<file path="config.mk">
export PLATFORM = sky130hd
export DESIGN_NAME = sbox_linear_approximation_scan
export DESIGN_NICKNAME = d
export VERILOG_FILES = /design/src/hdl/slas_pkg.sv /design/src/hdl/slas_front.sv /design/src/hdl/slas_rsp_queue.sv /design/src/hdl/slas_back.sv /design/src/hdl/sbox_linear_approximation_scan.sv
export SDC_FILE = /design/constraint.sdc
export NUM_CORES = 1
export LEC_CHECK = 0
export BUFFER_PORTS_ARGS = -buffer_cell sky130_fd_sc_hd__buf_4
export CELL_PAD_IN_SITES_DETAIL_PLACEMENT = 2
export CELL_PAD_IN_SITES_GLOBAL_PLACEMENT = 2
export CORE_UTILIZATION = 45
export CTS_CLUSTER_DIAMETER = 120
export DETAILED_ROUTE_END_ITERATION = 10
export PLACE_DENSITY = 0.88
export SYNTH_ARGS = -nofsm -noshare
export SYNTH_HDL_FRONTEND = slang
export SYNTH_SLANG_ARGS = --single-unit
</file>
<file path="constraint.sdc">
create_clock -name clock -period 8 [get_ports clock]
set_clock_uncertainty 0.1 [all_clocks]
set_input_delay 1.6 -clock clock [delete_from_list [all_inputs] [get_ports clock]]
set_output_delay 1.6 -clock clock [all_outputs]
set_load 0.02 [all_outputs]
</file>
<file path="src/hdl/slas_pkg.sv">
`timescale 1ns / 1ps
`default_nettype none
// ----------------------------------------------------------------------------
// slas_pkg
// Shared types, constants and helpers for the linear approximation scan.
// ----------------------------------------------------------------------------
package slas_pkg;

   // table and mask geometry
   localparam int unsigned TABLE_DEPTH = 64;
   localparam int unsigned ADDR_W      = 6;
   localparam int unsigned VALUE_W     = 4;
   localparam int unsigned COUNT_W     = 7;
   localparam int unsigned GROUP_COUNT = 8;
   localparam int unsigned GROUP_SIZE  = 8;
   localparam int unsigned GROUP_W     = 4;

   localparam logic [ADDR_W-1:0]  MASK_FIRST = 6'd1;
   localparam logic [ADDR_W-1:0]  MASK_LAST  = 6'd63;
   localparam logic [ADDR_W-1:0]  X_LAST     = 6'd63;
   localparam logic [COUNT_W-1:0] COUNT_HALF = 7'd32;
   localparam logic [COUNT_W-1:0] COUNT_FULL = 7'd64;

   // threshold reset values
   localparam logic [COUNT_W-1:0] NOTABLE_HIGH_RESET = 7'd42;
   localparam logic [COUNT_W-1:0] NOTABLE_LOW_RESET  = 7'd22;

   // register indexes of the csr port
   localparam int unsigned CSR_INDEX_W = 2;
   localparam logic [CSR_INDEX_W-1:0] CSR_NOTABLE_HIGH = 2'd0;
   localparam logic [CSR_INDEX_W-1:0] CSR_NOTABLE_LOW  = 2'd1;

   // default queue depths
   localparam int unsigned CMD_DEPTH_DEFAULT = 2;
   localparam int unsigned RSP_DEPTH_DEFAULT = 4;

   typedef enum logic {
      OP_LOAD = 1'b0,
      OP_SCAN = 1'b1
   } opcode_type;

   typedef enum logic [1:0] {
      ST_IDLE,
      ST_FILL,
      ST_DRAIN,
      ST_SWEEP
   } state_type;

   typedef struct packed {
      opcode_type         op;
      logic [ADDR_W-1:0]  addr;
      logic [VALUE_W-1:0] value;
      logic [VALUE_W-1:0] out_mask;
   } cmd_type;

   typedef struct packed {
      logic [COUNT_W-1:0] notable_high;
      logic [COUNT_W-1:0] notable_low;
   } cfg_type;

   typedef struct packed {
      logic [ADDR_W-1:0]  in_mask;
      logic [COUNT_W-1:0] match_count;
      logic               notable;
      logic               bias_sign;
      logic [COUNT_W-1:0] bias_count;
      logic               last;
   } rsp_type;

   // des row/column remap: bit 5 stays, bit 0 to bit 4, bits 4..1 to 3..0
   function automatic logic [ADDR_W-1:0] remap_input(input logic [ADDR_W-1:0] x);
      remap_input = {x[5], x[0], x[4:1]};
   endfunction

endpackage

`default_nettype wire

</file>
<file path="src/hdl/slas_front.sv">
`timescale 1ns / 1ps
`default_nettype none
// ----------------------------------------------------------------------------
// slas_front
// Accepts request transactions, classifies them as load or scan commands
// and holds them in a short command queue for the back end.
// ----------------------------------------------------------------------------
module slas_front #(
   parameter int unsigned CMD_DEPTH = slas_pkg::CMD_DEPTH_DEFAULT
) (
   input  wire logic                         clock,
   input  wire logic                         reset,
   input  wire logic                         req_push,
   output logic                              req_full,
   input  wire logic                         req_opcode,
   input  wire logic [slas_pkg::ADDR_W-1:0]  req_entry_addr,
   input  wire logic [slas_pkg::VALUE_W-1:0] req_entry_value,
   input  wire logic [slas_pkg::VALUE_W-1:0] req_out_mask,
   output logic                              cmd_valid,
   output slas_pkg::cmd_type                 cmd,
   input  wire logic                         cmd_pop
);

   localparam int unsigned PW = (CMD_DEPTH > 1) ? $clog2(CMD_DEPTH) : 1;
   localparam int unsigned CW = $clog2(CMD_DEPTH + 1);

   slas_pkg::cmd_type cmd_mem [CMD_DEPTH];
   logic [PW-1:0] wr_ptr_ff, wr_ptr_in;
   logic [PW-1:0] rd_ptr_ff, rd_ptr_in;
   logic [CW-1:0] count_ff, count_in;
   logic          do_push, do_pop;
   slas_pkg::cmd_type new_cmd;

   // classify the incoming transaction
   always_comb begin
      new_cmd.op       = req_opcode ? slas_pkg::OP_SCAN : slas_pkg::OP_LOAD;
      new_cmd.addr     = req_entry_addr;
      new_cmd.value    = req_entry_value;
      new_cmd.out_mask = req_out_mask;
   end

   assign req_full  = (count_ff == CW'(CMD_DEPTH));
   assign cmd_valid = (count_ff != '0);
   assign cmd       = cmd_mem[rd_ptr_ff];
   assign do_push   = req_push && !req_full;
   assign do_pop    = cmd_pop && cmd_valid;

   // pointer and fill count update
   always_comb begin
      wr_ptr_in = wr_ptr_ff;
      rd_ptr_in = rd_ptr_ff;
      count_in  = count_ff;
      if (do_push) begin
         wr_ptr_in = (wr_ptr_ff == PW'(CMD_DEPTH - 1)) ? '0 : wr_ptr_ff + PW'(1);
      end
      if (do_pop) begin
         rd_ptr_in = (rd_ptr_ff == PW'(CMD_DEPTH - 1)) ? '0 : rd_ptr_ff + PW'(1);
      end
      if (do_push && !do_pop) begin
         count_in = count_ff + CW'(1);
      end else if (do_pop && !do_push) begin
         count_in = count_ff - CW'(1);
      end
   end

   always_ff @(posedge clock) begin
      if (reset) begin
         wr_ptr_ff <= '0;
         rd_ptr_ff <= '0;
         count_ff  <= '0;
      end else begin
         wr_ptr_ff <= wr_ptr_in;
         rd_ptr_ff <= rd_ptr_in;
         count_ff  <= count_in;
      end
   end

   // command storage
   always_ff @(posedge clock) begin
      if (do_push) begin
         cmd_mem[wr_ptr_ff] <= new_cmd;
      end
   end

endmodule

`default_nettype wire

</file>
<file path="src/hdl/slas_rsp_queue.sv">
`timescale 1ns / 1ps
`default_nettype none
// ----------------------------------------------------------------------------
// slas_rsp_queue
// Result queue between the counting pipeline and the response port.
// ----------------------------------------------------------------------------
module slas_rsp_queue #(
   parameter int unsigned RSP_DEPTH = slas_pkg::RSP_DEPTH_DEFAULT
) (
   input  wire logic                         clock,
   input  wire logic                         reset,
   input  wire logic                         push,
   input  slas_pkg::rsp_type                 push_data,
   output logic [$clog2(RSP_DEPTH + 1)-1:0]  count,
   output logic                              rsp_empty,
   input  wire logic                         rsp_pop,
   output slas_pkg::rsp_type                 rsp_data
);

   localparam int unsigned PW = (RSP_DEPTH > 1) ? $clog2(RSP_DEPTH) : 1;
   localparam int unsigned CW = $clog2(RSP_DEPTH + 1);

   slas_pkg::rsp_type rsp_mem [RSP_DEPTH];
   logic [PW-1:0] wr_ptr_ff, wr_ptr_in;
   logic [PW-1:0] rd_ptr_ff, rd_ptr_in;
   logic [CW-1:0] count_ff, count_in;
   logic          do_push, do_pop;

   assign count     = count_ff;
   assign rsp_empty = (count_ff == '0);
   assign rsp_data  = rsp_mem[rd_ptr_ff];
   assign do_push   = push && (count_ff != CW'(RSP_DEPTH));
   assign do_pop    = rsp_pop && !rsp_empty;

   // pointer and fill count update
   always_comb begin
      wr_ptr_in = wr_ptr_ff;
      rd_ptr_in = rd_ptr_ff;
      count_in  = count_ff;
      if (do_push) begin
         wr_ptr_in = (wr_ptr_ff == PW'(RSP_DEPTH - 1)) ? '0 : wr_ptr_ff + PW'(1);
      end
      if (do_pop) begin
         rd_ptr_in = (rd_ptr_ff == PW'(RSP_DEPTH - 1)) ? '0 : rd_ptr_ff + PW'(1);
      end
      if (do_push && !do_pop) begin
         count_in = count_ff + CW'(1);
      end else if (do_pop && !do_push) begin
         count_in = count_ff - CW'(1);
      end
   end

   always_ff @(posedge clock) begin
      if (reset) begin
         wr_ptr_ff <= '0;
         rd_ptr_ff <= '0;
         count_ff  <= '0;
      end else begin
         wr_ptr_ff <= wr_ptr_in;
         rd_ptr_ff <= rd_ptr_in;
         count_ff  <= count_in;
      end
   end

   // result storage
   always_ff @(posedge clock) begin
      if (do_push) begin
         rsp_mem[wr_ptr_ff] <= push_data;
      end
   end

endmodule

`default_nettype wire

</file>
<file path="src/hdl/slas_back.sv">
`timescale 1ns / 1ps
`default_nettype none
// ----------------------------------------------------------------------------
// slas_back
// Executes commands: loads write the s-box table, scans read it once to
// build the output parity vector and then sweep all nonzero input masks through a
// two-stage counting pipeline.
// ----------------------------------------------------------------------------
module slas_back #(
   parameter int unsigned RSP_DEPTH = slas_pkg::RSP_DEPTH_DEFAULT
) (
   input  wire logic                        clock,
   input  wire logic                        reset,
   input  wire logic                        cmd_valid,
   input  slas_pkg::cmd_type                cmd,
   output logic                             cmd_pop,
   input  slas_pkg::cfg_type                cfg,
   input  wire logic [$clog2(RSP_DEPTH + 1)-1:0] rsp_count,
   output logic                             rsp_push,
   output slas_pkg::rsp_type                rsp_data
);

   localparam int unsigned CW = $clog2(RSP_DEPTH + 1);

   typedef logic [slas_pkg::GROUP_W-1:0] group_count_type;

   // s-box table
   logic [slas_pkg::VALUE_W-1:0] sbox_mem [slas_pkg::TABLE_DEPTH];

   slas_pkg::state_type state_ff, state_in;

   logic [slas_pkg::VALUE_W-1:0] mask_ff, mask_in;
   logic [slas_pkg::ADDR_W-1:0]  x_ff, x_in;
   logic [slas_pkg::ADDR_W-1:0]  m_ff, m_in;

   logic                         rd_vld_ff;
   logic [slas_pkg::ADDR_W-1:0]  rd_x_ff;
   logic [slas_pkg::VALUE_W-1:0] rd_data_ff;

   logic [slas_pkg::TABLE_DEPTH-1:0] outpar_ff, outpar_in;

   logic                        s1_vld_ff;
   logic [slas_pkg::ADDR_W-1:0] s1_m_ff;
   group_count_type             s1_grp_ff [slas_pkg::GROUP_COUNT];
   group_count_type             s1_grp_in [slas_pkg::GROUP_COUNT];

   logic              s2_vld_ff;
   slas_pkg::rsp_type s2_rsp_ff, s2_rsp_in;

   logic          do_load, do_start, do_read, do_issue, fill_done, sweep_done;
   logic [CW:0]   occupancy;
   logic          space;

   // room in the result queue for everything in flight
   assign occupancy = (CW+1)'(rsp_count) + (CW+1)'(s1_vld_ff) + (CW+1)'(s2_vld_ff);
   assign space     = occupancy < (CW+1)'(RSP_DEPTH);

   assign fill_done  = (x_ff == slas_pkg::X_LAST);
   assign sweep_done = (m_ff == slas_pkg::MASK_LAST);

   // next state
   always_comb begin
      state_in = state_ff;
      case (state_ff)
         slas_pkg::ST_IDLE: begin
            if (cmd_valid && cmd.op == slas_pkg::OP_SCAN) begin
               state_in = slas_pkg::ST_FILL;
            end
         end
         slas_pkg::ST_FILL: begin
            if (fill_done) begin
               state_in = slas_pkg::ST_DRAIN;
            end
         end
         slas_pkg::ST_DRAIN: begin
            state_in = slas_pkg::ST_SWEEP;
         end
         slas_pkg::ST_SWEEP: begin
            if (space && sweep_done) begin
               state_in = slas_pkg::ST_IDLE;
            end
         end
         default: begin
            state_in = slas_pkg::ST_IDLE;
         end
      endcase
   end

   // control outputs
   always_comb begin
      cmd_pop  = 1'b0;
      do_load  = 1'b0;
      do_start = 1'b0;
      do_read  = 1'b0;
      do_issue = 1'b0;
      case (state_ff)
         slas_pkg::ST_IDLE: begin
            cmd_pop  = cmd_valid;
            do_load  = cmd_valid && cmd.op == slas_pkg::OP_LOAD;
            do_start = cmd_valid && cmd.op == slas_pkg::OP_SCAN;
         end
         slas_pkg::ST_FILL: begin
            do_read = 1'b1;
         end
         slas_pkg::ST_SWEEP: begin
            do_issue = space;
         end
         default: begin
            cmd_pop = 1'b0;
         end
      endcase
   end

   // scan counters and latched output mask
   always_comb begin
      mask_in = mask_ff;
      x_in    = x_ff;
      m_in    = m_ff;
      if (do_start) begin
         mask_in = cmd.out_mask;
         x_in    = '0;
         m_in    = slas_pkg::MASK_FIRST;
      end
      if (do_read) begin
         x_in = x_ff + slas_pkg::ADDR_W'(1);
      end
      if (do_issue) begin
         m_in = m_ff + slas_pkg::ADDR_W'(1);
      end
   end

   // output parity vector, one bit per table read
   always_comb begin
      outpar_in = outpar_ff;
      if (rd_vld_ff) begin
         outpar_in[rd_x_ff] = ^(rd_data_ff & mask_ff);
      end
   end

   // stage 1: agreement vector, counted in groups of eight
   always_comb begin
      logic [slas_pkg::ADDR_W-1:0] xv;
      logic                        agree;
      for (int g = 0; g < int'(slas_pkg::GROUP_COUNT); g++) begin
         s1_grp_in[g] = '0;
         for (int b = 0; b < int'(slas_pkg::GROUP_SIZE); b++) begin
            xv    = slas_pkg::ADDR_W'(g * int'(slas_pkg::GROUP_SIZE) + b);
            agree = ~((^(xv & m_ff)) ^ outpar_ff[xv]);
            s1_grp_in[g] = s1_grp_in[g] + slas_pkg::GROUP_W'(agree);
         end
      end
   end

   // stage 2: total count, thresholds and bias
   always_comb begin
      logic [slas_pkg::COUNT_W-1:0] n;
      n = '0;
      for (int g = 0; g < int'(slas_pkg::GROUP_COUNT); g++) begin
         n = n + slas_pkg::COUNT_W'(s1_grp_ff[g]);
      end
      s2_rsp_in.in_mask     = s1_m_ff;
      s2_rsp_in.match_count = n;
      s2_rsp_in.notable     = (n > cfg.notable_high) || (n < cfg.notable_low);
      s2_rsp_in.bias_sign   = !(n > slas_pkg::COUNT_HALF);
      s2_rsp_in.bias_count  = (n > slas_pkg::COUNT_HALF) ? n : (slas_pkg::COUNT_FULL - n);
      s2_rsp_in.last        = (s1_m_ff == slas_pkg::MASK_LAST);
   end

   assign rsp_push = s2_vld_ff;
   assign rsp_data = s2_rsp_ff;

   // control registers
   always_ff @(posedge clock) begin
      if (reset) begin
         state_ff  <= slas_pkg::ST_IDLE;
         rd_vld_ff <= 1'b0;
         s1_vld_ff <= 1'b0;
         s2_vld_ff <= 1'b0;
      end else begin
         state_ff  <= state_in;
         rd_vld_ff <= do_read;
         s1_vld_ff <= do_issue;
         s2_vld_ff <= s1_vld_ff;
      end
   end

   // datapath registers
   always_ff @(posedge clock) begin
      mask_ff   <= mask_in;
      x_ff      <= x_in;
      m_ff      <= m_in;
      rd_x_ff   <= x_ff;
      outpar_ff <= outpar_in;
      if (do_issue) begin
         s1_m_ff   <= m_ff;
         s1_grp_ff <= s1_grp_in;
      end
      if (s1_vld_ff) begin
         s2_rsp_ff <= s2_rsp_in;
      end
   end

   // table memory: one write port, one registered read port
   always_ff @(posedge clock) begin
      if (do_load) begin
         sbox_mem[cmd.addr] <= cmd.value;
      end
      if (do_read) begin
         rd_data_ff <= sbox_mem[slas_pkg::remap_input(x_ff)];
      end
   end

   // checks
   a_push_has_room: assert property (@(posedge clock) disable iff (reset)
      s2_vld_ff |-> (rsp_count < CW'(RSP_DEPTH)))
      else $error("result pushed into a full queue");

   a_sweep_after_fill: assert property (@(posedge clock) disable iff (reset)
      (state_ff == slas_pkg::ST_SWEEP) |-> !rd_vld_ff)
      else $error("parity vector still filling during sweep");

   a_last_mask: assert property (@(posedge clock) disable iff (reset)
      (s2_vld_ff && s2_rsp_ff.last) |-> (s2_rsp_ff.in_mask == slas_pkg::MASK_LAST))
      else $error("last flag on wrong input mask");

   a_fill_to_drain: assert property (@(posedge clock) disable iff (reset)
      (state_ff == slas_pkg::ST_FILL && fill_done) |=> (state_ff == slas_pkg::ST_DRAIN))
      else $error("fill did not end in drain");

endmodule

`default_nettype wire

</file>
<file path="src/hdl/sbox_linear_approximation_scan.sv">
// a load is queued, then written to the table when the idle back end pops it.
// a scan reads the table once (single memory read port), then issues one input mask per cycle
// while the result queue has room; no new command is taken until its sweep ends.
// loads one per cycle while the back end is idle, results at most one per cycle.
// reset: clears queues, sequencer and thresholds (42 and 22); the table is not cleared.
`timescale 1ns / 1ps
`default_nettype none
// ----------------------------------------------------------------------------
// sbox_linear_approximation_scan
// One row of the linear approximation table of a 6-to-4-bit des s-box.
// ----------------------------------------------------------------------------
module sbox_linear_approximation_scan #(
   parameter int unsigned CMD_DEPTH = slas_pkg::CMD_DEPTH_DEFAULT,
   parameter int unsigned RSP_DEPTH = slas_pkg::RSP_DEPTH_DEFAULT
) (
   input  wire logic                             clock,
   input  wire logic                             reset,
   // request channel
   input  wire logic                             req_push,
   output logic                                  req_full,
   input  wire logic                             req_opcode,
   input  wire logic [slas_pkg::ADDR_W-1:0]      req_entry_addr,
   input  wire logic [slas_pkg::VALUE_W-1:0]     req_entry_value,
   input  wire logic [slas_pkg::VALUE_W-1:0]     req_out_mask,
   // response channel
   output logic                                  rsp_empty,
   input  wire logic                             rsp_pop,
   output logic [slas_pkg::ADDR_W-1:0]           rsp_in_mask,
   output logic [slas_pkg::COUNT_W-1:0]          rsp_match_count,
   output logic                                  rsp_notable,
   output logic                                  rsp_bias_sign,
   output logic [slas_pkg::COUNT_W-1:0]          rsp_bias_count,
   output logic                                  rsp_last,
   // csr write channel
   input  wire logic                             csr_valid,
   output logic                                  csr_ready,
   input  wire logic [slas_pkg::CSR_INDEX_W-1:0] csr_index,
   input  wire logic [slas_pkg::COUNT_W-1:0]     csr_data
);

   slas_pkg::cmd_type cmd;
   logic              cmd_valid, cmd_pop;
   slas_pkg::cfg_type cfg_ff, cfg_in;
   logic              rsp_push;
   slas_pkg::rsp_type push_data, rsp_data;
   logic [$clog2(RSP_DEPTH + 1)-1:0] rsp_count;

   // threshold registers
   assign csr_ready = 1'b1;

   always_comb begin
      cfg_in = cfg_ff;
      if (csr_valid) begin
         case (csr_index)
            slas_pkg::CSR_NOTABLE_HIGH: cfg_in.notable_high = csr_data;
            slas_pkg::CSR_NOTABLE_LOW:  cfg_in.notable_low  = csr_data;
            default:                    cfg_in = cfg_ff;
         endcase
      end
   end

   always_ff @(posedge clock) begin
      if (reset) begin
         cfg_ff.notable_high <= slas_pkg::NOTABLE_HIGH_RESET;
         cfg_ff.notable_low  <= slas_pkg::NOTABLE_LOW_RESET;
      end else begin
         cfg_ff <= cfg_in;
      end
   end

   // front end and command queue
   slas_front #(
      .CMD_DEPTH (CMD_DEPTH)
   ) u_front (
      .clock           (clock),
      .reset           (reset),
      .req_push        (req_push),
      .req_full        (req_full),
      .req_opcode      (req_opcode),
      .req_entry_addr  (req_entry_addr),
      .req_entry_value (req_entry_value),
      .req_out_mask    (req_out_mask),
      .cmd_valid       (cmd_valid),
      .cmd             (cmd),
      .cmd_pop         (cmd_pop)
   );

   // back end
   slas_back #(
      .RSP_DEPTH (RSP_DEPTH)
   ) u_back (
      .clock     (clock),
      .reset     (reset),
      .cmd_valid (cmd_valid),
      .cmd       (cmd),
      .cmd_pop   (cmd_pop),
      .cfg       (cfg_ff),
      .rsp_count (rsp_count),
      .rsp_push  (rsp_push),
      .rsp_data  (push_data)
   );

   // result queue
   slas_rsp_queue #(
      .RSP_DEPTH (RSP_DEPTH)
   ) u_rsp_queue (
      .clock     (clock),
      .reset     (reset),
      .push      (rsp_push),
      .push_data (push_data),
      .count     (rsp_count),
      .rsp_empty (rsp_empty),
      .rsp_pop   (rsp_pop),
      .rsp_data  (rsp_data)
   );

   assign rsp_in_mask     = rsp_data.in_mask;
   assign rsp_match_count = rsp_data.match_count;
   assign rsp_notable     = rsp_data.notable;
   assign rsp_bias_sign   = rsp_data.bias_sign;
   assign rsp_bias_count  = rsp_data.bias_count;
   assign rsp_last        = rsp_data.last;

endmodule

`default_nettype wire

</file>
# Word-level counts from Yosys, hierarchy flattened
# Memories as Yosys holds them, arrays and structs flattened. A register that Yosys moved wholly into a read port is not among the register bits.
# Index checks and enable logic that the tools add are counted.
dict set report totals {
  register_bits 177
  ram_bits 378
  inputBits 29
  wordCells 391
  n_memories 3
}
# name depth width read_ports rd_clocked_by_memory_dff wr line_no
set memory_table {}
lappend memory_table {u_back.sbox_mem 64 4 1 1 1 slas_back.sv:28} ;# logic [slas_pkg::VALUE_W-1:0] sbox_mem [slas_pkg::TABLE_DEPTH];
lappend memory_table {u_rsp_queue.rsp_mem 4 23 1 1 1 slas_rsp_queue.sv:23} ;# slas_pkg::rsp_type rsp_mem [RSP_DEPTH];
lappend memory_table {u_front.cmd_mem 2 15 1 1 1 slas_front.sv:27} ;# slas_pkg::cmd_type cmd_mem [CMD_DEPTH];
dict set report op_classes {
  n_addsub 76
  n_lt_le_gt_ge 6
  eq_ne 14
  mux 36
  bitwise 129
  reduce_logical 95
}
# cell count
set op_table {}
lappend op_table {{$reduce_xor A6 Y1} 63}
lappend op_table {{$add A4 B1 Y4} 49}
lappend op_table {{$not A1 Y1} 65}
lappend op_table {{$bwmux W64} 1}
lappend op_table {{$xor A1 B1 Y1} 63}
lappend op_table {{$add A7 B4 Y7} 6}
lappend op_table {{$mux W6} 4}
lappend op_table {{$eq A6 B6 Y1 const B} 3}
lappend op_table {{$mux W2} 9}
lappend op_table {{$mux W1} 17}
lappend op_table {{$add A1 B1 Y2} 8}
lappend op_table {{$add A6 B1 Y6 const B} 2}
lappend op_table {{$logic_and A1 B1 Y1} 12}
lappend op_table {{$eq A2 B2 Y1 const B} 5}
lappend op_table {{$reduce_bool A2 Y1} 5}
lappend op_table {{$pmux W2 S4} 1}
lappend op_table {{$gt A7 B6 Y1 const B} 1}
lappend op_table {{$gt A7 B7 Y1} 1}
lappend op_table {{$logic_not A1 Y1} 7}
lappend op_table {{$lt A6 B7 Y1 const B} 1}
lappend op_table {{$lt A7 B7 Y1} 1}
lappend op_table {{$mux W7} 1}
lappend op_table {{$sub A7 B7 Y7 const A} 1}
lappend op_table {{$add A2 B1 Y2 const B} 3}
lappend op_table {{other kinds (20)} 27}

# Depth between registers and ports, before layout
# Gate-level depths: netlist of the first run.
dict set report logic_depth {
  depth_word 10
  ltp_mapped 20
}

# Modules after synthesis
# A second synthesis of the first run with hierarchy kept.
dict set report hier_totals {
  hier_cells 1558
  area_unflattened_um2 25039.0
}
# module instances cells_each area_per_inst_um2 seq_area_each_um2
set modules_own_cells {}
lappend modules_own_cells {slas_back 1 1257 19278.5 12231.7}
lappend modules_own_cells {slas_rsp_queue 1 167 3839.9 2942.8}
lappend modules_own_cells {slas_front 1 72 1302.5 1001.0}
lappend modules_own_cells {sbox_linear_approximation_scan 1 62 618.1 280.3}

# Worst setup path after synthesis of the first run
# OpenSTA, ideal clock, no wires.
dict set report synth_path {
  path_kind {register -> register}
  startpoint {reg u_back.s1_grp_ff[24] (netlist bit)}
  endpoint {reg u_back.s2_rsp_ff, in the netlist u_back.rsp_data[9] (data pin)}
  setup_ps 268
  t_arrival_ps 5138
  t_required_ps 7632
  path_slack_ps 2495
  path_stages_with_launch 19
  path_buffers 0
  synth_period_minus_slack_ps 5505
  cell_sequence {edfxtp_1 ha_1 fa_1 xor2_1 fa_1 inv_1 fa_1 fa_1 fa_1 inv_1 ha_1 a211oi_2 nor4_1 nand4b_1 ha_1 nand2_1 or3_1 o32ai_1 o32ai_1}
}
# element line_no
set synth_rtl {}
lappend synth_rtl {{start: declaration} slas_back.sv:44} ;# group_count_type s1_grp_ff [slas_pkg::GROUP_COUNT];
lappend synth_rtl {{start signal: assignment} slas_back.sv:196} ;# s1_grp_ff <= s1_grp_in;
lappend synth_rtl {{end signal: assignment} slas_back.sv:199} ;# s2_rsp_ff <= s2_rsp_in;
lappend synth_rtl {{end: declaration} slas_back.sv:48} ;# slas_pkg::rsp_type s2_rsp_ff, s2_rsp_in;

==> results of run 1 <==
## cell families after synthesis
| kind of cell | synth area share (%) |
|---|---|
| muxes | 9.272 |
| and+or+nand+nor | 6.783 |
| DFF | 65.26 |
| other | 0.01498 |
| adders and majority gates | 7.607 |
| xor gates and xnor gates | 5.333 |
| buffers and inverters | 2.974 |
| AOI/OAI and AO/OA | 2.759 |
## routing by layer
layer | vias up | wire length (µm) | track usage (%)
li1 | 5971 | - | -
met1 | 7432 | 26620 | 29.43
met2 | 413 | 40530 | 50.50
met3 | 130 | 2562 | 2.927
met4 | 0 | 2293 | 8.759
met5 | - | 0 | 0
## critical path, stage by stage (launching register included)
cell                       delay [ps]
sky130_fd_sc_hd__edfxtp_1         380
sky130_fd_sc_hd__ha_1             240
sky130_fd_sc_hd__fa_1             420
sky130_fd_sc_hd__xor2_1           210
sky130_fd_sc_hd__fa_1             510
sky130_fd_sc_hd__inv_1             70
sky130_fd_sc_hd__fa_1             520
sky130_fd_sc_hd__fa_1             540
sky130_fd_sc_hd__fa_1             550
sky130_fd_sc_hd__inv_1            100
sky130_fd_sc_hd__ha_1             350
sky130_fd_sc_hd__a211oi_2         430
sky130_fd_sc_hd__nor2_1           150
sky130_fd_sc_hd__nor2_1           390
sky130_fd_sc_hd__ha_1             350
sky130_fd_sc_hd__a21o_1           200
sky130_fd_sc_hd__a31oi_1          370
sky130_fd_sc_hd__nor3b_1          130
sky130_fd_sc_hd__o32ai_1          310
## cell type report
| class | count | area [µm²] | area share, % |
|---|---|---|---|
| clock buffer | 75 | 1556 | 5.542 |
| clock inverter | 34 | 362.8 | 1.292 |
| inverter | 117 | 439.2 | 1.564 |
| multi-input combinational | 866 | 7965 | 28.36 |
| sequential | 557 | 16340 | 58.17 |
| tap | 748 | 935.9 | 3.333 |
| timing repair buffer | 65 | 488.0 | 1.738 |
## metrics by stage
stage          util, %  cell area (µm²)  hold slack [ps]
4_1_cts          51.07            28080            356.0
3_5_place_dp     47.58            26160            383.0
3_3_place_gp     47.58            26160            364.5
5_1_grt          51.07            28080            368.7
6_report         51.07            28080            355.5
2_1_floorplan        -            25030            242.7
## worst min-delay path by stage
stage | depth (start not counted) | from | endpoint | slack [ps]
after global placement | 0 | u_back.rsp_data[22] | u_rsp_queue.rsp_mem[3][22] | 360
after detailed placement | 0 | u_back.s1_m_ff[0] | u_back.rsp_data[17] | 380
after global routing | 0 | u_back.s1_m_ff[3] | u_back.rsp_data[20] | 370
after CTS | 0 | u_back.s1_m_ff[3] | u_back.rsp_data[20] | 360
final | 0 | u_back.s1_m_ff[3] | u_back.rsp_data[20] | 360
after floorplan | 0 | u_back.x_ff[2] | u_back.rd_x_ff[2] | 240
## flip-flops by register name (all words and copies together), names as in the netlist, 2 cells and up, named ones only
name                   count
u_rsp_queue.rsp_mem       88
u_rsp_queue.count          3
u_back.rd_data_ff          4
u_back.s1_grp_ff          32
u_back.m_ff                6
u_back.rsp_data           22
cfg_ff                    14
u_back.mask_ff             4
u_back.rd_x_ff             6
u_rsp_queue.wr_ptr_ff      2
u_rsp_queue.rd_ptr_ff      2
u_back.x_ff                6
u_back.s1_m_ff             6
u_back.sbox_mem          256
u_back.outpar_ff          64
u_back.state_ff            2
u_front.count_ff           2
u_front.cmd_mem           30
## Yosys cell counts (all sizes together) (2+ instances only)
cell and number:
o221ai 3, nor2 180, nand4 6, inv 117
a211oi 6, nand4b 2, nand3 25, o21ai 19
o32ai 4, edfxtp 518, nand2b 13, nor3 20
or3b 3, mux2 17, nor2b 22, nor4 3
o22ai 5, fa 52, or2 7, a211o 7
a21oi 24, nor3b 5, mux4 76, or3 5
mux2i 41, a21o 6, o2111ai 2, xor2 45
dfxtp 39, clkbuf 33, xnor2 104, and3 3
buf 26, a22o 3, a31oi 2, a22oi 2
ha 69, and2 11, nand3b 6, a221oi 6
nand2 49, o211ai 3, o22a 2
==> flow_results.org, run 1 <==
** Outcome
- The flow ran to the end, and the final reports show no timing, DRC or antenna violations.

** Critical path
- The worst register-to-register path begins at u_back.s1_grp_ff[24].
- The number of cells on the worst reg-to-reg path is 18.
- Crit end category :: flop
- Worst-path fanout max :: 5
- In this run the worst setup path begins at u_back.s1_grp_ff[24].
- Critical path required time :: 8350 ps
- Worst R2R Setup Slack :: 1540 ps
- STA classifies the critical path startpoint as a flop.
- STA puts the critical path data arrival time at 6810 ps.
- Crit path capture :: u_back.rsp_data[9]
- The critical path is of the flop to flop type.
- The worst register-to-register path ends at u_back.rsp_data[9].

** Timing
- Pins Over Slew Limit :: 0
- Clock period minus worst slack :: 6458 ps
- Headroom to the max-slew limit came out at 6.647%.
- Highest achievable clock rate :: 0.1548 GHz
- Setup total negative slack on the finished layout was measured at 0 ps.
- The number of hold violations in the final report came to 0.
- Unrepaired setup endpoints after global routing :: no
- The worst path uses 80.73% of the clock period.
- For the pin with the worst max-slew slack, the measured transition is 1400 ps.
- Setup violations remaining at the end of the flow were counted as 0.
- Slack of the critical path :: 1542 ps

** Layout
- The repair_antennas step left the layout with diodes totalling 0.
- Layout-stage area growth over the synthesis result :: 12.19%
- The library cells used most frequently in the layout, excluding fill and tap cells, are sky130_fd_sc_hd__edfxtp_1 (518), sky130_fd_sc_hd__nor2_1 (180), sky130_fd_sc_hd__inv_1 (115), sky130_fd_sc_hd__xnor2_1 (103), sky130_fd_sc_hd__mux4_2 (76).
- Post-layout instance count excluding filler cells :: 2,462
- NumNets Final :: 1,816
- The library cell used most frequently in the layout, excluding fill and tap cells, is sky130_fd_sc_hd__edfxtp_1.
- After filler insertion, the fill cell instance count of the layout stands at 4,864.
- The post-route netlist has 14.88% of its cells at a drive strength greater than 1.

** Place
- Final weighted congestion of routability-driven global placement :: 0.8291
- Counting tap cells, the placed design contains a total of 2,353 instances.
- Post-placement worst setup slack :: 1871 ps
- Placed wire-length estimate :: 46,630 µm
- During placement, the flow inserted port buffers numbering 53.

** CTS
- For the worst-skew pair, the clock arrives at the later sink with an insertion delay of 660 ps.
- Hold_buf cts :: 0
- Post-CTS Setup Repair Bufs :: 0
- CTS tree :: done
- Clock-pin slew was measured on the worst setup and hold paths at 70 ps.
- The longest clock path from root to sink contains 3 buffers.
- In this run, post-CTS repair resized a total of 0 instances.
- H-tree levels :: 2
- Inserted Clock Buffers :: 59
- CTS root buf :: sky130_fd_sc_hd__clkbuf_16
- The tree built by TritonCTS fans out to 557 sinks.

** Synthesis
- Yosys warns :: 0
- Number of enable flip-flop cells after synthesis :: 518
- For this run, the leading register cell type out of synthesis is sky130_fd_sc_hd__edfxtp_1.
- In the synthesized netlist the async set-or-reset flop fraction comes to 0%.
- Library cell with the largest summed area after synthesis :: sky130_fd_sc_hd__edfxtp_1
- Synthesized net count :: 1,749
- After synthesis the netlist holds a flip-flop and latch count of 557.
- After synthesis the cells add up to 25,030 µm².
- The number of different library cells used by synthesis comes to 65.
- The cell count after synthesis came out at 1,599.
- In the post-synthesis netlist, the biggest area contributors are sky130_fd_sc_hd__edfxtp_1 (62%), sky130_fd_sc_hd__mux4_2 (6.8%), sky130_fd_sc_hd__fa_1 (4.2%).
- Post-Synthesis Mean Instance Area :: 15.66 µm²
- Of the synthesized area, sequential elements account for 65.26%.
- The synthesized design devotes to its leading area cell type 62.14% of total area.

** GRT
- Maximum number of pins on one net before global-route repair :: 66
- Overflow left after global routing :: 0
- Via count of the first global-routing pass :: 16,090
- The first global-routing pass estimated 108,200 µm of wire.
- Number of antenna violations at the first check in global routing :: 0
- Global routing consumed, over all layers together, 26.06% of the routing resources.

** Detailed routing
- After detailed routing, the average wire length per cell comes to 29.25 µm.
- The count of nets left with antenna violations once routing finished came out at 0.
- After the first detailed-routing iteration, the DRC count stood at 836.
- Using the TritonRoute via totals, the vias-per-cell ratio works out to 5.665.
- The first detailed-routing pass took 5 iterations.
- Wires add up to 72,000 µm.
- DRC :: 0
- The routed layout has 13,950 vias.

** Floorplanning
- Die Height :: 237.9 µm
- From left edge to right edge, the die measures 237.9 µm.
- Core region area :: 54,990 µm²
- Starting density of the core :: 45.53%
- The die covers 56,580 µm².
- Pin placement for this block handled 55 I/O pins.
- The floorplan has 86 rows.

** Flow run
- Max cap viols :: 0

** Worst hold path
- The min-delay analysis places its worst path in the category flop to flop.
Power of run 1 is left out: the tool's default activity adds up to more than one toggle a clock period on the data nets, which glitch-free logic cannot reach.
==> run 2: changes to the inputs <==
--- a/config.mk
+++ b/config.mk
@@ -5,13 +5,14 @@
 export SDC_FILE = /design/constraint.sdc
 export NUM_CORES = 1
 export LEC_CHECK = 0
+export ABC_AREA = 1
 export BUFFER_PORTS_ARGS = -buffer_cell sky130_fd_sc_hd__buf_4
 export CELL_PAD_IN_SITES_DETAIL_PLACEMENT = 2
 export CELL_PAD_IN_SITES_GLOBAL_PLACEMENT = 2
-export CORE_UTILIZATION = 45
+export CORE_UTILIZATION = 43
 export CTS_CLUSTER_DIAMETER = 120
 export DETAILED_ROUTE_END_ITERATION = 10
-export PLACE_DENSITY = 0.88
+export PLACE_DENSITY = 0.9
 export SYNTH_ARGS = -nofsm -noshare
 export SYNTH_HDL_FRONTEND = slang
 export SYNTH_SLANG_ARGS = --single-unit
==> constraint.sdc (replaced) <==
create_clock -name clock -period 6.14 [get_ports clock]
set_clock_uncertainty 0.1 [all_clocks]
set_input_delay 1.228 -clock clock [delete_from_list [all_inputs] [get_ports clock]]
set_output_delay 1.228 -clock clock [all_outputs]
set_load 0.02 [all_outputs]
==> flow_results.org, run 2 <==
** Floorplanning
- Core region area :: 58,910 µm²
- Die Height :: 246.1 µm
- In this run the horizontal extent of the chip is 246.1 µm.
- The floorplan step defined a die boundary enclosing 60,540 µm².
- Standard-cell rows :: 89
- For this configuration, the core starts out at a cell density of 43.48%.
- Pin placement for this block handled 55 I/O pins.

** Timing
- Static timing analysis puts the maximum clock frequency at 0.1683 GHz.
- Pins Over Slew Limit :: 0
- The number of hold violations in the final report came to 0.
- Clock period minus worst slack :: 5942 ps
- At the pin with the least slew margin, the transition time is 1283 ps.
- Measured against its own limit, the worst slew margin works out to 14.44%.
- Setup violations remaining at the end of the flow were counted as 0.
- In the finished design, the share of the clock period the worst path needs comes to 96.77%.
- After routing, the total negative slack on setup checks comes to 0 ps.
- Setup slack on the critical path of the routed design comes to 198.4 ps.
- Unrepaired setup endpoints after global routing :: no

** GRT
- Overflow left after global routing :: 0
- The initial antenna violation count was 0.
- The via count of the first global-routing pass came to 20,470.
- Gr usage total :: 30.93%
- Entering global routing, the biggest net connects 126 pins.
- The first global-routing pass estimated 137,100 µm of wire.

** Detailed routing
- Routed signal wires occupy layers up through met4.
- In the detailed route, the total length drawn on met3 is 3950 µm.
- Routed length on met2 :: 49,510 µm
- In the routed layout, each cell is associated on average with a via count of 5.739.
- DRC :: 0
- Detailed-route via count :: 17,860
- ANT nets after route :: 0
- Summed over all layers, the routed wires come to 92,170 µm.
- Dividing the detail-routed wire length by the instance count gives 29.63 µm.
- Before antenna repair, the detailed router went through 5 iterations.
- For this block, the initial DRC count from the detailed router was 1,258.
- Met1 wire length :: 33,890 µm

** Synthesis
- Dividing the synthesized area by the synthesized cell count gives 11.46 µm².
- Portion of synthesized cell area occupied by the leading cell type :: 60.74%
- Post-synthesis instance area :: 25,610 µm²
- Number of enable flip-flop cells after synthesis :: 518
- sky130_fd_sc_hd__edfxtp_1 takes more of the synthesized area than any other cell.
- The synthesized design contains 557 register bits.
- Synthesized net count :: 2,385
- Part of the Yosys area used for sequential elements :: 63.78%
- The most common cell in the synthesized netlist is sky130_fd_sc_hd__edfxtp_1.
- Counting distinct cell types in the post-synthesis netlist gives 41.
- Top flip-flop cell by instance count after synthesis :: sky130_fd_sc_hd__edfxtp_1
- Number of instances in the synthesized netlist :: 2,235
- During synthesis, Yosys emitted a total of 0 warnings.
- Proportion of synthesized flip-flops having asynchronous set or reset :: 0%
- Top cells by area, synth :: sky130_fd_sc_hd__edfxtp_1 (61%), sky130_fd_sc_hd__nand2_1 (5.6%), sky130_fd_sc_hd__nor2_1 (5.0%)
- The commonest cells after synthesis are sky130_fd_sc_hd__edfxtp_1 (518), sky130_fd_sc_hd__nand2_1 (383), sky130_fd_sc_hd__nor2_1 (343), sky130_fd_sc_hd__inv_1 (197), sky130_fd_sc_hd__nand3_1 (145).

** Critical path
- Largest incremental delay on the critical path :: 550 ps
- STA classifies the critical path endpoint as a flop.
- Series of cell instances along the critical path :: ha_1 -> fa_1 -> xor2_1 -> fa_1 -> inv_1 -> fa_1 -> fa_1 -> fa_1 -> inv_1 -> ha_1 -> nand3_1 -> nand2_1 -> nand2_1 -> nand3b_1 -> nand2_1 -> inv_1 -> ha_1 -> inv_1 -> nor2_1 -> nor2_1 -> nand2_1 -> nand2_1 -> nand2_1
- Most frequent CP cell :: sky130_fd_sc_hd__nand2_1
- Worst-path fanout max :: 3
- The worst setup path is launched from a flop.
- In this run the register-to-register setup slack is 200 ps.
- Critical path required time :: 6430 ps
- Worst setup path class :: flop to flop
- STA puts the critical path data arrival time at 6240 ps.
- Crit path max-delay cell type :: sky130_fd_sc_hd__fa_1

** Worst hold path
- The tightest min-delay check is of the flop to flop type.

** Layout
- Area of all placed cells without fillers :: 28,690 µm²
- Fraction of layout instances using a drive strength above 1 :: 9.628%
- The final layout contains 2,441 nets.
- Flip-flop count of the largest register after layout :: 256
- Fill count :: 5,679
- Leaving out fill and tap cells, the most frequent cell in the layout is sky130_fd_sc_hd__edfxtp_1.
- The largest registers in the layout are u_back.sbox_mem: 256 flops, u_rsp_queue.rsp_mem: 88 flops, u_back.outpar_ff: 64 flops.
- From synthesis to final layout, the design area changed by 12.00%.
- Reg with most FFs :: u_back.sbox_mem
- Commonest non-fill, non-tap cells in the layout :: sky130_fd_sc_hd__edfxtp_1 (518), sky130_fd_sc_hd__nand2_1 (381), sky130_fd_sc_hd__nor2_1 (339), sky130_fd_sc_hd__inv_1 (195), sky130_fd_sc_hd__nand3_1 (145)

** CTS
- CTS tree :: done
- Later-pin clock latency in the skew report :: 660 ps
- The number of clock buffers added by TritonCTS is 59.
- After clock tree synthesis, the clock-pin slew on the worst setup and hold paths is 70 ps.
- After clock tree synthesis, the flow added hold-fix buffers numbering 0.
- No sink is reached through more buffers than the 3 on the longest clock path.
- The H-tree was split into 2 levels.
- Number of clock sinks :: 557
- CTS root buf :: sky130_fd_sc_hd__clkbuf_16

** Outcome
- Status :: completed

** Place
- Standard cell area after detailed placement :: 26,740 µm²
- The count of buffers added on input and output ports is 53.
- After legalization and detailed placement, the total HPWL measured 55,120 µm.
- Post-placement worst setup slack :: 414.5 ps
- Final weighted congestion of routability-driven global placement :: 0.8265

** Flow run
- Max-cap violations in this run came to 0.
-- run 2: through the flow --
step | utilization (%) | hold WS [ps] | cells
5_1_grt | 48.69 | 404.3 | 3110
6_report | 48.69 | 396.5 | 3111
3_3_place_gp | 45.40 | 333.4 | 3002
3_5_place_dp | 45.40 | 364.9 | 3002
4_1_cts | 48.66 | 396.0 | 3109
2_1_floorplan | - | 242.7 | 2235
-- run 2: final cells by class --
type	count	area [µm²]	share of cell area, %
flip-flops and latches	557	16340	56.95
multi-input cells	1385	8079	28.16
clock buffers	81	1660	5.788
well taps	773	967.2	3.372
inverters	210	793.3	2.765
repair buffers	78	585.6	2.041
clock inverters	26	261.5	0.9116
diodes	1	2.502	0.008724
-- run 2: logic make-up after synthesis --
family	share of synthesized area (%)
and+or+nand+nor	14.54
DFF	63.78
buffers and inverters	4.783
AOI/OAI and AO/OA	4.475
xor gates and xnor gates	4.617
adders and majority gates	7.436
muxes	0.3518
other	0.01464
-- run 2: critical path: cells and delay by family, from the launching register on --
kind	cells	cell delay, ps
AND/OR/NAND/NOR	10	1150
adder cells (fa/ha/maj)	8	3460
flip-flops	1	410
XOR/XNOR	1	200
buffers and inverters	4	390
-- run 2: per-layer routing --
layer	global-route usage (%)	vias to the layer above
met3	4.401	279
met4	15.60	0
met1	33.83	9306
li1	-	7628
met5	0	-
met2	57.78	642
-- run 2: repair_timing --
action,CTS,global route
buffers inserted,0,1
endpoints found under the setup margin,0,1
gates resized for setup,0,5
-- run 2: path summary, 6_finish.rpt --
path / start / to / cells after the start
setup / recovery: u_back.s1_grp_ff[24] / u_back.rsp_data[9] / 23
hold / removal: u_back.rsp_data[0] / u_rsp_queue.rsp_mem[1][0] / 0
setup reg to reg: u_back.s1_grp_ff[24] / u_back.rsp_data[9] / 23
hold reg to reg: u_back.rsp_data[0] / u_rsp_queue.rsp_mem[1][0] / 0
Power of run 2 is left out for the same reason.
==> run 3: changes to the inputs <==
--- a/config.mk
+++ b/config.mk
@@ -11,8 +11,11 @@
 export CELL_PAD_IN_SITES_GLOBAL_PLACEMENT = 2
 export CORE_UTILIZATION = 43
 export CTS_CLUSTER_DIAMETER = 120
+export CTS_CLUSTER_SIZE = 25
 export DETAILED_ROUTE_END_ITERATION = 10
+export GPL_TIMING_DRIVEN = 0
 export PLACE_DENSITY = 0.9
+export REMOVE_ABC_BUFFERS = 1
 export SYNTH_ARGS = -nofsm -noshare
 export SYNTH_HDL_FRONTEND = slang
 export SYNTH_SLANG_ARGS = --single-unit
==> flow_results.org, run 3 (synthesis gave the netlist of run 2 again) <==
** Floorplanning
- Die Width :: 246.1 µm
- Top-level I/O count :: 55
- Die Height :: 246.1 µm
- The core region is 58,910 µm².
- Floorplan die area :: 60,540 µm²
- The floorplan has 89 rows.
- The initial utilization of the core area, before any placement, comes to 43.48%.

** Layout
- The repair_antennas step left the layout with diodes totalling 0.
- The register with the most flip-flops in the layout has 256 of them.
- Most common cell after layout, fill and taps aside :: sky130_fd_sc_hd__edfxtp_1
- Area of all placed cells without fillers :: 27,650 µm²
- Of the cells placed in the final design, the portion with a size suffix greater than 1 is 6.749%.
- The largest registers in the layout are u_back.sbox_mem: 256 flops, u_rsp_queue.rsp_mem: 88 flops, u_back.outpar_ff: 64 flops.
- Fill count :: 5,825
- In the layout the commonest cells are sky130_fd_sc_hd__edfxtp_1 (518), sky130_fd_sc_hd__nand2_1 (383), sky130_fd_sc_hd__nor2_1 (337), sky130_fd_sc_hd__inv_1 (195), sky130_fd_sc_hd__nand3_1 (145).
- NumNets Final :: 2,398
- Relative to the synthesized area, the layout overhead comes to 7.963%.
- Reg with most FFs :: u_back.sbox_mem

** Timing
- Unrepaired setup endpoints after global routing :: no
- Crit share post-route :: 98.27%
- The number of hold violations in the final report is 0.
- Setup violations remaining at the end of the flow were counted as 0.
- Slack of the critical path :: 106.0 ps
- The smallest clock period supported by the final layout is computed as 6034 ps.
- Static timing analysis puts the maximum clock frequency at 0.1657 GHz.
- The max-slew violation count was 0.
- Transition time at the pin with the least slew margin :: 1464 ps
- Worst slew margin relative to its limit :: 2.267%

** Detailed routing
- Post-detailed-route wirelength per cell :: 28.61 µm
- For this run, the detailed router's first-pass iteration total came to 6.
- Across all layers, the routed design uses 17,370 vias.
- Total wire length after detailed routing :: 86,990 µm
- Via density per instance :: 5.715
- DRC :: 0
- After the first detailed-routing iteration, the DRC count stood at 1,285.
- The detail route stage leaves a number of antenna-violating nets equal to 0.

** GRT
- The first global-routing pass estimated 130,200 µm of wire.
- Overflow left after global routing :: 0
- Gr usage total :: 29.02%
- The via count of the first global-routing pass was 19,640.
- The initial antenna violation count came to 0.
- Entering global routing, the biggest net connects 126 pins.

** Place
- Summing all placed instances gives a cell area of 26,860 µm².
- Placed wire-length estimate :: 56,680 µm
- Post-placement worst setup slack :: 291.7 ps
- During placement, the flow inserted port buffers numbering 53.
- Final weighted congestion of routability-driven global placement :: 0.7971

** CTS
- H-tree levels :: 1
- The number of clock buffers added by TritonCTS is 26.
- Post-cts gate resize count :: 0
- Hold_buf cts :: 0
- CTS root buf :: sky130_fd_sc_hd__clkbuf_16
- The clock reaches the later pin of the worst-skew pair after 630 ps.
- CTS tree :: done
- Clock tree synthesis found a total of 557 sinks.
- Max clock buf depth :: 3
- After clock tree synthesis, the clock-pin slew on the worst setup and hold paths is 120 ps.
- After clock tree synthesis, the setup repair step added 0 buffers.

** Critical path
- STA puts the critical path data required time at 6400 ps.
- Kind of start point of the critical path :: flop
- The worst setup path is of the flop to flop kind.
- Of all nets on the critical path, the largest fanout is 5.
- Critical path data arrival time :: 6300 ps
- Crit end category :: flop

** Worst hold path
- Hold crit path type :: flop to flop

** Flow run
- Max cap viols :: 0

** Outcome
- Status :: completed
-- run 3: cell types whose count changed in the layout (fill, tap and decap cells not counted), moves of 4 or more --
cell / before / now
sky130_fd_sc_hd__mux2_4: 0 / 4
sky130_fd_sc_hd__clkinvlp_4: 7 / 0
sky130_fd_sc_hd__clkbuf_8: 8 / 0
sky130_fd_sc_hd__buf_16: 0 / 6
sky130_fd_sc_hd__clkbuf_16: 60 / 27
sky130_fd_sc_hd__buf_4: 78 / 53
sky130_fd_sc_hd__bufinv_16: 4 / 0
sky130_fd_sc_hd__mux2_2: 8 / 4
sky130_fd_sc_hd__buf_8: 0 / 7
sky130_fd_sc_hd__clkinv_1: 7 / 3
sky130_fd_sc_hd__clkbuf_1: 13 / 18
sky130_fd_sc_hd__clkinv_2: 9 / 0
-- run 3: path summary, 6_finish.rpt --
path	end	cells past startpoint	slack, ps	start
worst min-delay path	u_back.rsp_data[21]	0	380	u_back.s1_m_ff[4]
worst min register to register	u_back.rsp_data[21]	0	380	u_back.s1_m_ff[4]
worst max register to register	u_back.rsp_data[9]	21	110	u_back.s1_grp_ff[24]
worst max-delay path	u_back.rsp_data[9]	21	110	u_back.s1_grp_ff[24]
-- run 3: routing by layer --
| metal | GRT usage, % | vias to the layer above | wire length (µm) |
|---|---|---|---|
| met5 | 0 | - | 0 |
| met4 | 11.73 | 0 | 3677 |
| met3 | 3.388 | 207 | 3994 |
| met2 | 52.04 | 594 | 45270 |
| met1 | 35.31 | 9074 | 34050 |
| li1 | - | 7499 | - |
-- run 3: area by class of cell --
cell class                 count  area, µm²  share of cell area, %
clock buffer                  45      743.2                  2.688
clock inverter                 2      22.52                0.08145
inverter                     210      793.3                  2.869
timing repair buffer          68      699.4                  2.530
tap                          773      967.2                  3.498
sequential                   557      16340                  59.08
multi-input combinational   1385       8088                  29.25
-- run 3: metrics by stage --
stage | hold slack, ps | setup TNS, ps | instances | util, %
2_1_floorplan | 319.8 | 0 | 2152 | -
3_5_place_dp | 355.2 | 0 | 2993 | 45.60
3_3_place_gp | 331.6 | -4481 | 2978 | 45.06
4_1_cts | 377.1 | 0 | 3040 | 46.90
6_report | 380.9 | 0 | 3040 | 46.94
5_1_grt | 398.3 | 0 | 3040 | 46.94
-- run 3: critical path: stages, from the launching register on --
cell                       delay [ps]
sky130_fd_sc_hd__edfxtp_1         410
sky130_fd_sc_hd__ha_1             280
sky130_fd_sc_hd__fa_1             430
sky130_fd_sc_hd__xor2_1           200
sky130_fd_sc_hd__fa_1             510
sky130_fd_sc_hd__inv_1             70
sky130_fd_sc_hd__fa_1             510
sky130_fd_sc_hd__fa_1             570
sky130_fd_sc_hd__fa_1             520
sky130_fd_sc_hd__inv_1             70
sky130_fd_sc_hd__fa_1             510
sky130_fd_sc_hd__or2_1            270
sky130_fd_sc_hd__nand2_1          150
sky130_fd_sc_hd__inv_1            170
sky130_fd_sc_hd__ha_1             320
sky130_fd_sc_hd__nand2_1           60
sky130_fd_sc_hd__inv_1             80
sky130_fd_sc_hd__nand2_1           70
sky130_fd_sc_hd__nor2_1           110
sky130_fd_sc_hd__nand4_1          140
sky130_fd_sc_hd__nand2_1          140
sky130_fd_sc_hd__nand2_1           80
Power of run 3 is left out for the same reason.
